## src/sv/assert_macros.svh

```systemverilog
// ----------------------------------------------------------------------------
// assert_macros.svh
// concurrent assertion helpers, empty in synthesis
// ----------------------------------------------------------------------------
`ifndef ASSERT_MACROS_SVH
`define ASSERT_MACROS_SVH

`ifndef SYNTHESIS
`define ASSERT_CLK(lbl, clk, rst_n, prop, msg) \
    lbl: assert property (@(posedge clk) disable iff (!rst_n) prop) else $error(msg);
`define ASSERT_CLK_ALWAYS(lbl, clk, prop, msg) \
    lbl: assert property (@(posedge clk) prop) else $error(msg);
`else
`define ASSERT_CLK(lbl, clk, rst_n, prop, msg)
`define ASSERT_CLK_ALWAYS(lbl, clk, prop, msg)
`endif

`endif

```

## src/sv/iir_tdf2_pkg.sv

```systemverilog
// ----------------------------------------------------------------------------
// iir_tdf2_pkg
// shared types and constants of the transposed direct form ii iir filter
// ----------------------------------------------------------------------------
package iir_tdf2_pkg;

    localparam int ORDER_DEF    = 3;
    localparam int CHANNELS_DEF = 8;

    localparam int SW  = 24;    // sample and coefficient width
    localparam int CHW = 3;     // channel tag width
    localparam int ZW  = 48;    // delay word width
    localparam int AW_ACC = 50; // accumulator width
    localparam int JW  = 2;     // delay tap index width
    localparam int CIW = 3;     // config index width
    localparam int NUM_COEF = 7;

    localparam logic [CIW-1:0] CFG_COEF_B0 = 3'd0;
    localparam logic [CIW-1:0] CFG_COEF_B1 = 3'd1;
    localparam logic [CIW-1:0] CFG_COEF_B2 = 3'd2;
    localparam logic [CIW-1:0] CFG_COEF_B3 = 3'd3;
    localparam logic [CIW-1:0] CFG_COEF_A1 = 3'd4;
    localparam logic [CIW-1:0] CFG_COEF_A2 = 3'd5;
    localparam logic [CIW-1:0] CFG_COEF_A3 = 3'd6;

    localparam logic signed [SW-1:0] COEF_B0_RST = 24'sd1048576;

    typedef struct packed {
        logic          in_load;
        logic          rd_en;
        logic [JW-1:0] rd_idx;
        logic          wr_en;
        logic [JW-1:0] wr_idx;
        logic          mul_en;
        logic          mul_y;
        logic          mul_fb;
        logic [JW-1:0] mul_idx;
        logic          acc_load;
        logic          acc_add_z;
        logic          y_en;
        logic          mark_valid;
        logic          out_load;
    } t_cmd;

endpackage

```

## src/sv/iir_tdf2_ctrl.sv

```systemverilog
// ----------------------------------------------------------------------------
// iir_tdf2_ctrl
// sequencer that steps the shared multiplier through one sample
// ----------------------------------------------------------------------------
module iir_tdf2_ctrl
    import iir_tdf2_pkg::*;
#(
    parameter int ORDER = ORDER_DEF
) (
    input  logic i_clk,
    input  logic i_rst_n,
    input  logic i_in_valid,
    output logic o_in_stall,
    output logic o_out_valid,
    input  logic i_out_stall,
    output t_cmd o_cmd
);

    typedef enum logic [2:0] {
        S_IDLE,
        S_B0,
        S_Z0,
        S_Y,
        S_FA,
        S_FB,
        S_FC,
        S_OUT
    } t_state;

    localparam logic [JW:0] ORD = (JW+1)'(ORDER);

    t_state        r_state, n_state;
    logic [JW-1:0] r_j, n_j;
    logic          r_out_vld, n_out_vld;
    logic [JW:0]   jx;
    logic [JW:0]   jn;
    t_cmd          cmd;

    assign jx = {1'b0, r_j};
    assign jn = jx + (JW+1)'(1);

    always_comb begin
        cmd       = '0;
        n_state   = r_state;
        n_j       = r_j;
        n_out_vld = r_out_vld;
        if (r_out_vld && !i_out_stall) begin
            n_out_vld = 1'b0;
        end
        unique case (r_state)
            S_IDLE: begin
                if (i_in_valid) begin
                    cmd.in_load = 1'b1;
                    n_j         = JW'(1);
                    n_state     = S_B0;
                end
            end
            S_B0: begin
                cmd.rd_en   = 1'b1;
                cmd.rd_idx  = JW'(0);
                cmd.mul_en  = 1'b1;
                cmd.mul_idx = JW'(0);
                n_state     = S_Z0;
            end
            S_Z0: begin
                cmd.acc_load  = 1'b1;
                cmd.acc_add_z = 1'b1;
                cmd.rd_en     = (ORD > (JW+1)'(1));
                cmd.rd_idx    = JW'(1);
                cmd.mul_en    = 1'b1;
                cmd.mul_idx   = JW'(1);
                n_state       = S_Y;
            end
            S_Y: begin
                cmd.y_en      = 1'b1;
                cmd.acc_load  = 1'b1;
                cmd.acc_add_z = (ORD > (JW+1)'(1));
                n_state       = S_FA;
            end
            S_FA: begin
                cmd.mul_en  = 1'b1;
                cmd.mul_y   = 1'b1;
                cmd.mul_fb  = 1'b1;
                cmd.mul_idx = r_j;
                n_state     = S_FB;
            end
            S_FB: begin
                cmd.wr_en  = 1'b1;
                cmd.wr_idx = r_j - JW'(1);
                if (jx < ORD) begin
                    cmd.mul_en  = 1'b1;
                    cmd.mul_idx = jn[JW-1:0];
                    cmd.rd_en   = (jn < ORD);
                    cmd.rd_idx  = jn[JW-1:0];
                    n_j         = jn[JW-1:0];
                    n_state     = S_FC;
                end else begin
                    cmd.mark_valid = 1'b1;
                    n_state        = S_OUT;
                end
            end
            S_FC: begin
                cmd.acc_load  = 1'b1;
                cmd.acc_add_z = (jx < ORD);
                cmd.mul_en    = 1'b1;
                cmd.mul_y     = 1'b1;
                cmd.mul_fb    = 1'b1;
                cmd.mul_idx   = r_j;
                n_state       = S_FB;
            end
            S_OUT: begin
                if (!r_out_vld || !i_out_stall) begin
                    cmd.out_load = 1'b1;
                    n_out_vld    = 1'b1;
                    n_state      = S_IDLE;
                end
            end
            default: begin
                n_state = S_IDLE;
            end
        endcase
    end

    always_ff @(posedge i_clk) begin
        if (!i_rst_n) begin
            r_state   <= S_IDLE;
            r_j       <= '0;
            r_out_vld <= 1'b0;
        end else begin
            r_state   <= n_state;
            r_j       <= n_j;
            r_out_vld <= n_out_vld;
        end
    end

    assign o_cmd       = cmd;
    assign o_in_stall  = (r_state != S_IDLE);
    assign o_out_valid = r_out_vld;

endmodule

```

## src/sv/iir_tdf2_dp.sv

```systemverilog
// ----------------------------------------------------------------------------
// iir_tdf2_dp
// coefficients, delay memory, shared multiplier and accumulator
// ----------------------------------------------------------------------------
module iir_tdf2_dp
    import iir_tdf2_pkg::*;
#(
    parameter int ORDER    = ORDER_DEF,
    parameter int CHANNELS = CHANNELS_DEF
) (
    input  logic                  i_clk,
    input  logic                  i_rst_n,
    input  logic                  i_cfg_we,
    input  logic [CIW-1:0]        i_cfg_idx,
    input  logic signed [SW-1:0]  i_cfg_data,
    input  logic [CHW-1:0]        i_chan_in,
    input  logic signed [SW-1:0]  i_sample_in,
    input  t_cmd                  i_cmd,
    output logic [CHW-1:0]        o_chan_out,
    output logic signed [SW-1:0]  o_sample_out,
    output logic                  o_saturated
);

    localparam int DEPTH = CHANNELS * ORDER;
    localparam int AW    = (DEPTH > 1) ? $clog2(DEPTH) : 1;
    localparam int CW    = (CHANNELS > 1) ? $clog2(CHANNELS) : 1;
    localparam int MW    = 7;

    logic signed [SW-1:0]     r_coef [NUM_COEF];
    logic [CHANNELS-1:0]      r_ch_vld;
    logic signed [ZW-1:0]     r_mem [DEPTH];
    logic signed [ZW-1:0]     r_mem_q;
    logic                     r_rd_vld;
    logic signed [SW-1:0]     r_x;
    logic [CHW-1:0]           r_chan;
    logic [CW-1:0]            r_ch;
    logic [AW-1:0]            r_base;
    logic signed [2*SW-1:0]   r_prod;
    logic signed [AW_ACC-1:0] r_acc;
    logic signed [SW-1:0]     r_y;
    logic                     r_sat;
    logic [CHW-1:0]           r_out_chan;
    logic signed [SW-1:0]     r_out_sample;
    logic                     r_out_sat;

    logic [MW-1:0]            ch_mod;
    logic [AW+JW-1:0]         base_full;
    logic [AW+JW-1:0]         rd_full;
    logic [AW+JW-1:0]         wr_full;
    logic [CIW-1:0]           coef_sel;
    logic signed [SW-1:0]     mul_a;
    logic signed [SW-1:0]     mul_b;
    logic signed [AW_ACC-1:0] prod_ext;
    logic signed [AW_ACC-1:0] z_ext;
    logic signed [AW_ACC-1:0] acc_diff;
    logic signed [ZW-1:0]     z_new;
    logic signed [AW_ACC-1:0] biased;
    logic [AW_ACC-21:0]       y_wide;
    logic                     y_fits;
    logic signed [SW-1:0]     y_new;

    // channel tag folded onto the existing delay lines
    always_comb begin
        ch_mod = {{(MW-CHW){1'b0}}, i_chan_in};
        for (int k = 0; k < 8; k++) begin
            if (ch_mod >= MW'(CHANNELS)) begin
                ch_mod = ch_mod - MW'(CHANNELS);
            end
        end
    end

    assign base_full = (AW+JW)'(ch_mod[CW-1:0]) * (AW+JW)'(ORDER);
    assign rd_full   = {{JW{1'b0}}, r_base} + {{AW{1'b0}}, i_cmd.rd_idx};
    assign wr_full   = {{JW{1'b0}}, r_base} + {{AW{1'b0}}, i_cmd.wr_idx};

    assign coef_sel = i_cmd.mul_fb ? (CFG_COEF_A1 + CIW'(i_cmd.mul_idx) - CIW'(1))
                                   : (CFG_COEF_B0 + CIW'(i_cmd.mul_idx));
    assign mul_a    = r_coef[coef_sel];
    assign mul_b    = i_cmd.mul_y ? r_y : r_x;

    assign prod_ext = {{(AW_ACC-2*SW){r_prod[2*SW-1]}}, r_prod};
    assign z_ext    = (i_cmd.acc_add_z && r_rd_vld)
                    ? {{(AW_ACC-ZW){r_mem_q[ZW-1]}}, r_mem_q} : '0;

    // new delay word, saturated to 48 bits
    assign acc_diff = r_acc - prod_ext;
    always_comb begin
        if (acc_diff[AW_ACC-1:ZW-1] == {(AW_ACC-ZW+1){acc_diff[ZW-1]}}) begin
            z_new = acc_diff[ZW-1:0];
        end else begin
            z_new = {acc_diff[AW_ACC-1], {(ZW-1){~acc_diff[AW_ACC-1]}}};
        end
    end

    // round half up to q1.23 and clip
    assign biased = r_acc + AW_ACC'(524288);
    assign y_wide = biased[AW_ACC-1:20];
    assign y_fits = (y_wide[AW_ACC-21:SW-1] == {(AW_ACC-20-SW+1){y_wide[SW-1]}});
    assign y_new  = y_fits ? y_wide[SW-1:0]
                           : {y_wide[AW_ACC-21], {(SW-1){~y_wide[AW_ACC-21]}}};

    always_ff @(posedge i_clk) begin
        if (!i_rst_n) begin
            for (int k = 0; k < NUM_COEF; k++) begin
                r_coef[k] <= (k == int'(CFG_COEF_B0)) ? COEF_B0_RST : '0;
            end
            r_ch_vld <= '0;
        end else begin
            if (i_cfg_we && (i_cfg_idx < CIW'(NUM_COEF))) begin
                r_coef[i_cfg_idx] <= i_cfg_data;
            end
            if (i_cmd.mark_valid) begin
                r_ch_vld[r_ch] <= 1'b1;
            end
        end
    end

    always_ff @(posedge i_clk) begin
        if (i_cmd.rd_en) begin
            r_mem_q  <= r_mem[rd_full[AW-1:0]];
            r_rd_vld <= r_ch_vld[r_ch];
        end
        if (i_cmd.wr_en) begin
            r_mem[wr_full[AW-1:0]] <= z_new;
        end
    end

    always_ff @(posedge i_clk) begin
        if (i_cmd.in_load) begin
            r_x    <= i_sample_in;
            r_chan <= i_chan_in;
            r_ch   <= ch_mod[CW-1:0];
            r_base <= base_full[AW-1:0];
        end
        if (i_cmd.mul_en) begin
            r_prod <= mul_a * mul_b;
        end
        if (i_cmd.acc_load) begin
            r_acc <= prod_ext + z_ext;
        end
        if (i_cmd.y_en) begin
            r_y   <= y_new;
            r_sat <= ~y_fits;
        end
        if (i_cmd.out_load) begin
            r_out_chan   <= r_chan;
            r_out_sample <= r_y;
            r_out_sat    <= r_sat;
        end
    end

    assign o_chan_out   = r_out_chan;
    assign o_sample_out = r_out_sample;
    assign o_saturated  = r_out_sat;

endmodule

```

## src/sv/iir_filter_transposed_df2.sv

```systemverilog
// ----------------------------------------------------------------------------
// iir_filter_transposed_df2
// multichannel iir filter, transposed direct form ii, shared multiplier
// ----------------------------------------------------------------------------
// input channel: i_in_valid / o_in_stall with i_chan_in and i_sample_in (q1.23)
// output channel: o_out_valid / i_out_stall with o_chan_out, o_sample_out and
// o_saturated, one output transfer per input transfer, in order
// coefficients (q4.20) are written through i_cfg_we / i_cfg_idx / i_cfg_data;
// the user must write them only while the filter is idle; the block does not
// enforce it; index 0..3 is b0..b3, index 4..6 is a1..a3
// each sample runs through one 24x24 multiplier that forms 2*ORDER+1 products;
// the sequencer handles one sample at a time, from the input transfer to the
// output register; with a free output register a new input transfer is taken
// once the sequencer has loaded that register and returned to idle
// the delay memory holds ORDER words per channel, one read and one write port
// o_in_stall is high while a sample is in progress; a finished result sits in
// the output register and the next sample is taken meanwhile, but the sample
// after it waits until that register is free
// reset clears coefficients to b0 = 1.0 and all others 0, and marks every
// delay line as zero; no clearing pass is needed
// ----------------------------------------------------------------------------
module iir_filter_transposed_df2
    import iir_tdf2_pkg::*;
#(
    parameter int ORDER    = ORDER_DEF,
    parameter int CHANNELS = CHANNELS_DEF
) (
    input  logic                 i_clk,
    input  logic                 i_rst_n,
    input  logic                 i_cfg_we,
    input  logic [CIW-1:0]       i_cfg_idx,
    input  logic signed [SW-1:0] i_cfg_data,
    input  logic                 i_in_valid,
    output logic                 o_in_stall,
    input  logic [CHW-1:0]       i_chan_in,
    input  logic signed [SW-1:0] i_sample_in,
    output logic                 o_out_valid,
    input  logic                 i_out_stall,
    output logic [CHW-1:0]       o_chan_out,
    output logic signed [SW-1:0] o_sample_out,
    output logic                 o_saturated
);

`include "assert_macros.svh"

    t_cmd cmd;

    iir_tdf2_ctrl #(
        .ORDER (ORDER)
    ) u_ctrl (
        .i_clk       (i_clk),
        .i_rst_n     (i_rst_n),
        .i_in_valid  (i_in_valid),
        .o_in_stall  (o_in_stall),
        .o_out_valid (o_out_valid),
        .i_out_stall (i_out_stall),
        .o_cmd       (cmd)
    );

    iir_tdf2_dp #(
        .ORDER    (ORDER),
        .CHANNELS (CHANNELS)
    ) u_dp (
        .i_clk        (i_clk),
        .i_rst_n      (i_rst_n),
        .i_cfg_we     (i_cfg_we),
        .i_cfg_idx    (i_cfg_idx),
        .i_cfg_data   (i_cfg_data),
        .i_chan_in    (i_chan_in),
        .i_sample_in  (i_sample_in),
        .i_cmd        (cmd),
        .o_chan_out   (o_chan_out),
        .o_sample_out (o_sample_out),
        .o_saturated  (o_saturated)
    );

    `ASSERT_CLK(a_rw_apart, i_clk, i_rst_n, (cmd.rd_en && cmd.wr_en) |-> (cmd.rd_idx != cmd.wr_idx), "delay read and write hit the same tap")
    `ASSERT_CLK(a_idle_quiet, i_clk, i_rst_n, !o_in_stall |-> !(cmd.rd_en || cmd.wr_en || cmd.y_en || cmd.out_load), "datapath busy while idle")
    `ASSERT_CLK(a_out_free, i_clk, i_rst_n, cmd.out_load |-> (!o_out_valid || !i_out_stall), "output register overwritten while stalled")
    `ASSERT_CLK(a_busy_after_in, i_clk, i_rst_n, (i_in_valid && !o_in_stall) |=> o_in_stall, "second transfer taken while a sample is in progress")

endmodule
```

## config.mk

```make
export PLATFORM = sky130hd
export DESIGN_NAME = iir_filter_transposed_df2
export DESIGN_NICKNAME = d
export VERILOG_FILES = /design/src/sv/iir_tdf2_pkg.sv /design/src/sv/iir_tdf2_ctrl.sv /design/src/sv/iir_tdf2_dp.sv /design/src/sv/iir_filter_transposed_df2.sv
export VERILOG_INCLUDE_DIRS = /design/src /design/src/sv
export SDC_FILE = /design/constraint.sdc
export NUM_CORES = 2
export LEC_CHECK = 0
export BUFFER_PORTS_ARGS = -buffer_cell sky130_fd_sc_hd__buf_2
export CELL_PAD_IN_SITES_DETAIL_PLACEMENT = 0
export CELL_PAD_IN_SITES_GLOBAL_PLACEMENT = 1
export CORE_MARGIN = 2
export CORE_UTILIZATION = 30
export DETAILED_ROUTE_END_ITERATION = 16
export PLACE_DENSITY = 0.5
export SKIP_CTS_REPAIR_TIMING = 1
export SLEW_MARGIN = 10
export SYNTH_ARGS = -nofsm -noshare
export SYNTH_HDL_FRONTEND = slang
export SYNTH_SLANG_ARGS = --single-unit
```

## constraint.sdc

```tcl
create_clock -name i_clk -period 13.8 [get_ports i_clk]
set_clock_uncertainty 0.15 [all_clocks]
set_input_delay 1.38 -clock i_clk [delete_from_list [all_inputs] [get_ports i_clk]]
set_output_delay 1.38 -clock i_clk [all_outputs]
set_load 0.01 [all_outputs]
```

==> flow_summary_export.csv <==
group,metric,value,unit
flow_run,drv_cap,0,
grt,grt_pass1_vias,56100,
route,vias,52500,
logic_synthesis,synth_area,88500,um^2
grt,antenna_found_initial,6,
clock_network,cts_sinks,1589,
worst_setup_path,worstPathRequired,14200,ps
placement,io_buffer_count,88,
timing,worst_slack,2070,ps
placement,hpwl,185000,um
timing,hold_viol_final,0,
route,ant_nets,0,
timing,fin_crit,11730,ps
route,dr.pass1.iters,8,
worst_setup_path,slowest_delay,770,ps
logic_synthesis,synthArstFlopShare,0,%
clock_network,cts.htree.levels,4,
logic_synthesis,synth_top_flop_cell,"edfxtp_1",
logic_synthesis,yosysSeqAreaShare,53.5,%
logic_synthesis,yosys_warnings,0,
worst_setup_path,critPathLaunchType,"register",
clock_network,cts_buffer_depth,4,
finish,fin_cells,10700,
floorplanning,num_rows,199,
timing,finalSetupTns,0,ps
floorplanning,die_width,547,um
grt,use_met1,24.8,%
grt,grt.busiest_layer,"met2",
route,drtIter0Drc,4146,
timing,slew_violations,0,
logic_synthesis,avgSynthCellArea,13.7,um^2
floorplanning,start_util,30.1,%
finish,final_nets,7563,
route,routed_wl,271000,um
timing,tightest_slew,1190,ps
logic_synthesis,synth_edf_count,1551,
grt,grt_usage,18.2,%
worst_setup_path,crit_fanout,38,
timing,grt_setup_unrepaired,"no",
clock_network,root_buffer,"clkbuf_16",
placement,dp_cells,10400,
worst_setup_path,timing.critical_path.mode_cell,"fa_1",
clock_network,numCtsBuffers,188,
floorplanning,boundaryPins,89,
placement,dp_slack,1940,ps
floorplanning,die_area,299000,um^2
status,status,"completed",
floorplanning,die_h,547,um
floorplanning,core,294000,um^2
finish,drive_gt1_share,15.0,%
worst_setup_path,end_kind,"register",
route,viasPerCell,4.90,
grt,grt_pass1_wl,402000,um
placement,place_congestion,0.866,
worst_setup_path,crit_type,"register to register",
worst_setup_path,worst_path_max_delay_cell,"o21a_1",
grt,grt_overflow,0,
finish,fillers,28500,
timing,fmax,85.2,MHz
clock_network,insertion_delay,880,ps
hold_path,hold_path.class,"register to register",
logic_synthesis,ys_ff_latch,1589,
clock_network,cts_tree,"done",
worst_setup_path,worst_ep_arrival_time,12140,ps
route,route.detailed.drc,0,
clock_network,clkTransAtPathRegs,60,ps
finish,areaGrowthSynthToFinish,14.0,%
timing,max_slew_margin,20.6,%
logic_synthesis,yosys.cell_types.count,85,
grt,gr-usage-met3,2.47,%
grt,grt_max_degree,91,
route,wire_per_inst,25.3,um
logic_synthesis,synthCells,6466,
timing,finalSetupViolCount,0,
grt,grt_use_met2,31.0,%
timing,min_period_over_period,85.0,%
-- state kept, by name, indices dropped and copies added (netlist names) --
register            cells
u_ctrl.r_j              2
u_dp.o_chan_out         3
u_dp.r_mem_q           48
u_dp.r_sat              1
u_ctrl.o_out_valid      1
u_dp.o_sample_out      24
u_dp.r_ch_vld           8
u_dp.r_y               24
u_dp.r_acc             50
u_dp.r_ch               2
u_dp.r_base             5
u_dp.r_prod            48
u_ctrl.r_state          3
u_dp.r_coef           192
u_dp.r_x               24
u_dp.o_saturated        1
u_dp.r_rd_vld           1
u_dp.r_mem           1152
-- cell usage in the layout, fill, tap and decap left out, types with 59 or more instances in the layout --
cell type / instances
a21o_1: 59
buf_2: 88
ha_1: 241
o21ai_0: 147
inv_1: 719
mux4_2: 338
nor2_1: 495
edfxtp_1: 1551
nand2_1: 734
mux2i_1: 88
nand3_1: 164
clkbuf_16: 193
xnor2_1: 100
a21oi_1: 143
buf_4: 185
and2_1: 109
fa_1: 611
-- stage by stage --
| stage | util, % | hold slack [ps] | instance area, um^2 |
|---|---|---|---|
| 3_5_place_dp | 32.4 | 274 | 95000 |
| 6_report | 34.4 | 290 | 101000 |
| 4_1_cts | 34.3 | 286 | 101000 |
| 5_1_grt | 34.4 | 315 | 101000 |
| 3_3_place_gp | 32.4 | 277 | 95000 |
| 2_1_floorplan | - | 250 | 88600 |
-- cells by family after synthesis --
kind of cell / synth area share [%]
buffers and inverters: 4.46
flip-flops: 53.5
AND/OR/NAND/NOR: 8.57
adder cells (fa/ha/maj): 17.3
multiplexers: 9.71
other: 0.00424
AO/OA/AOI/OAI: 4.87
XOR/XNOR: 1.60
-- worst max-delay path, delay by kind of cell (launching register included) --
family	cells	cell delay (ps)
XOR/XNOR	1	150
AND/OR/NAND/NOR	11	2890
adder cells (fa/ha/maj)	9	4380
AO/OA/AOI/OAI	7	2460
buffers and inverters	5	720
flip-flops	1	640
-- cells in the mapped netlist (40+ instances only) --
library cell | n | share of area, %
edfxtp_1 | 1551 | 53
nand2_1 | 740 | 3.1
inv_1 | 719 | 3.1
fa_1 | 612 | 14
nor2_1 | 522 | 2.2
mux4_2 | 338 | 8.6
ha_1 | 242 | 3.4
clkbuf_1 | 235 | 1.0
nand3_1 | 165 | 0.93
o21ai_0 | 162 | 0.92
a21oi_1 | 145 | 0.82
and2_1 | 110 | 0.78
xnor2_1 | 103 | 1.0
mux2i_1 | 97 | 1.1
a21o_1 | 60 | 0.51
xor2_1 | 59 | 0.58
o21a_1 | 53 | 0.45
o32ai_1 | 45 | 0.45
nor3_1 | 40 | 0.23
-- worst paths after layout --
check,startpoint,end,slack (ps),depth (start not counted)
worst min register to register,u_dp.r_sat$_DFFE_PP_,u_dp.o_saturated$_DFFE_PP_,290,0
worst max-delay path,u_ctrl.r_state[0]$_SDFFE_PN0P_,u_dp.r_prod[46]$_DFFE_PP_,2070,33
worst max register to register,u_ctrl.r_state[0]$_SDFFE_PN0P_,u_dp.r_prod[46]$_DFFE_PP_,2070,33
worst min-delay path,u_dp.r_sat$_DFFE_PP_,u_dp.o_saturated$_DFFE_PP_,290,0
-- layout make-up --
cell class / count / area (um^2) / area share [%]
clock buffer: 243 / 5040 / 4.99
tap: 3919 / 4900 / 4.86
sequential: 1589 / 47300 / 46.9
clock inverter: 91 / 811 / 0.804
timing repair buffer: 277 / 1910 / 1.89
multi-input combinational: 3875 / 38200 / 37.8
inverter: 719 / 2700 / 2.67
antenna: 5 / 12.5 / 0.0124
-- routing by layer --
metal  wire [um]  part of all wire [%]
met4        5360                   2.0
met2      134000                    49
met3       11800                   4.3
met5          13                0.0048
met1      121000                    45
Power is left out: the tool's default activity adds up to more than one toggle a clock period on the data nets, which glitch-free logic cannot reach.
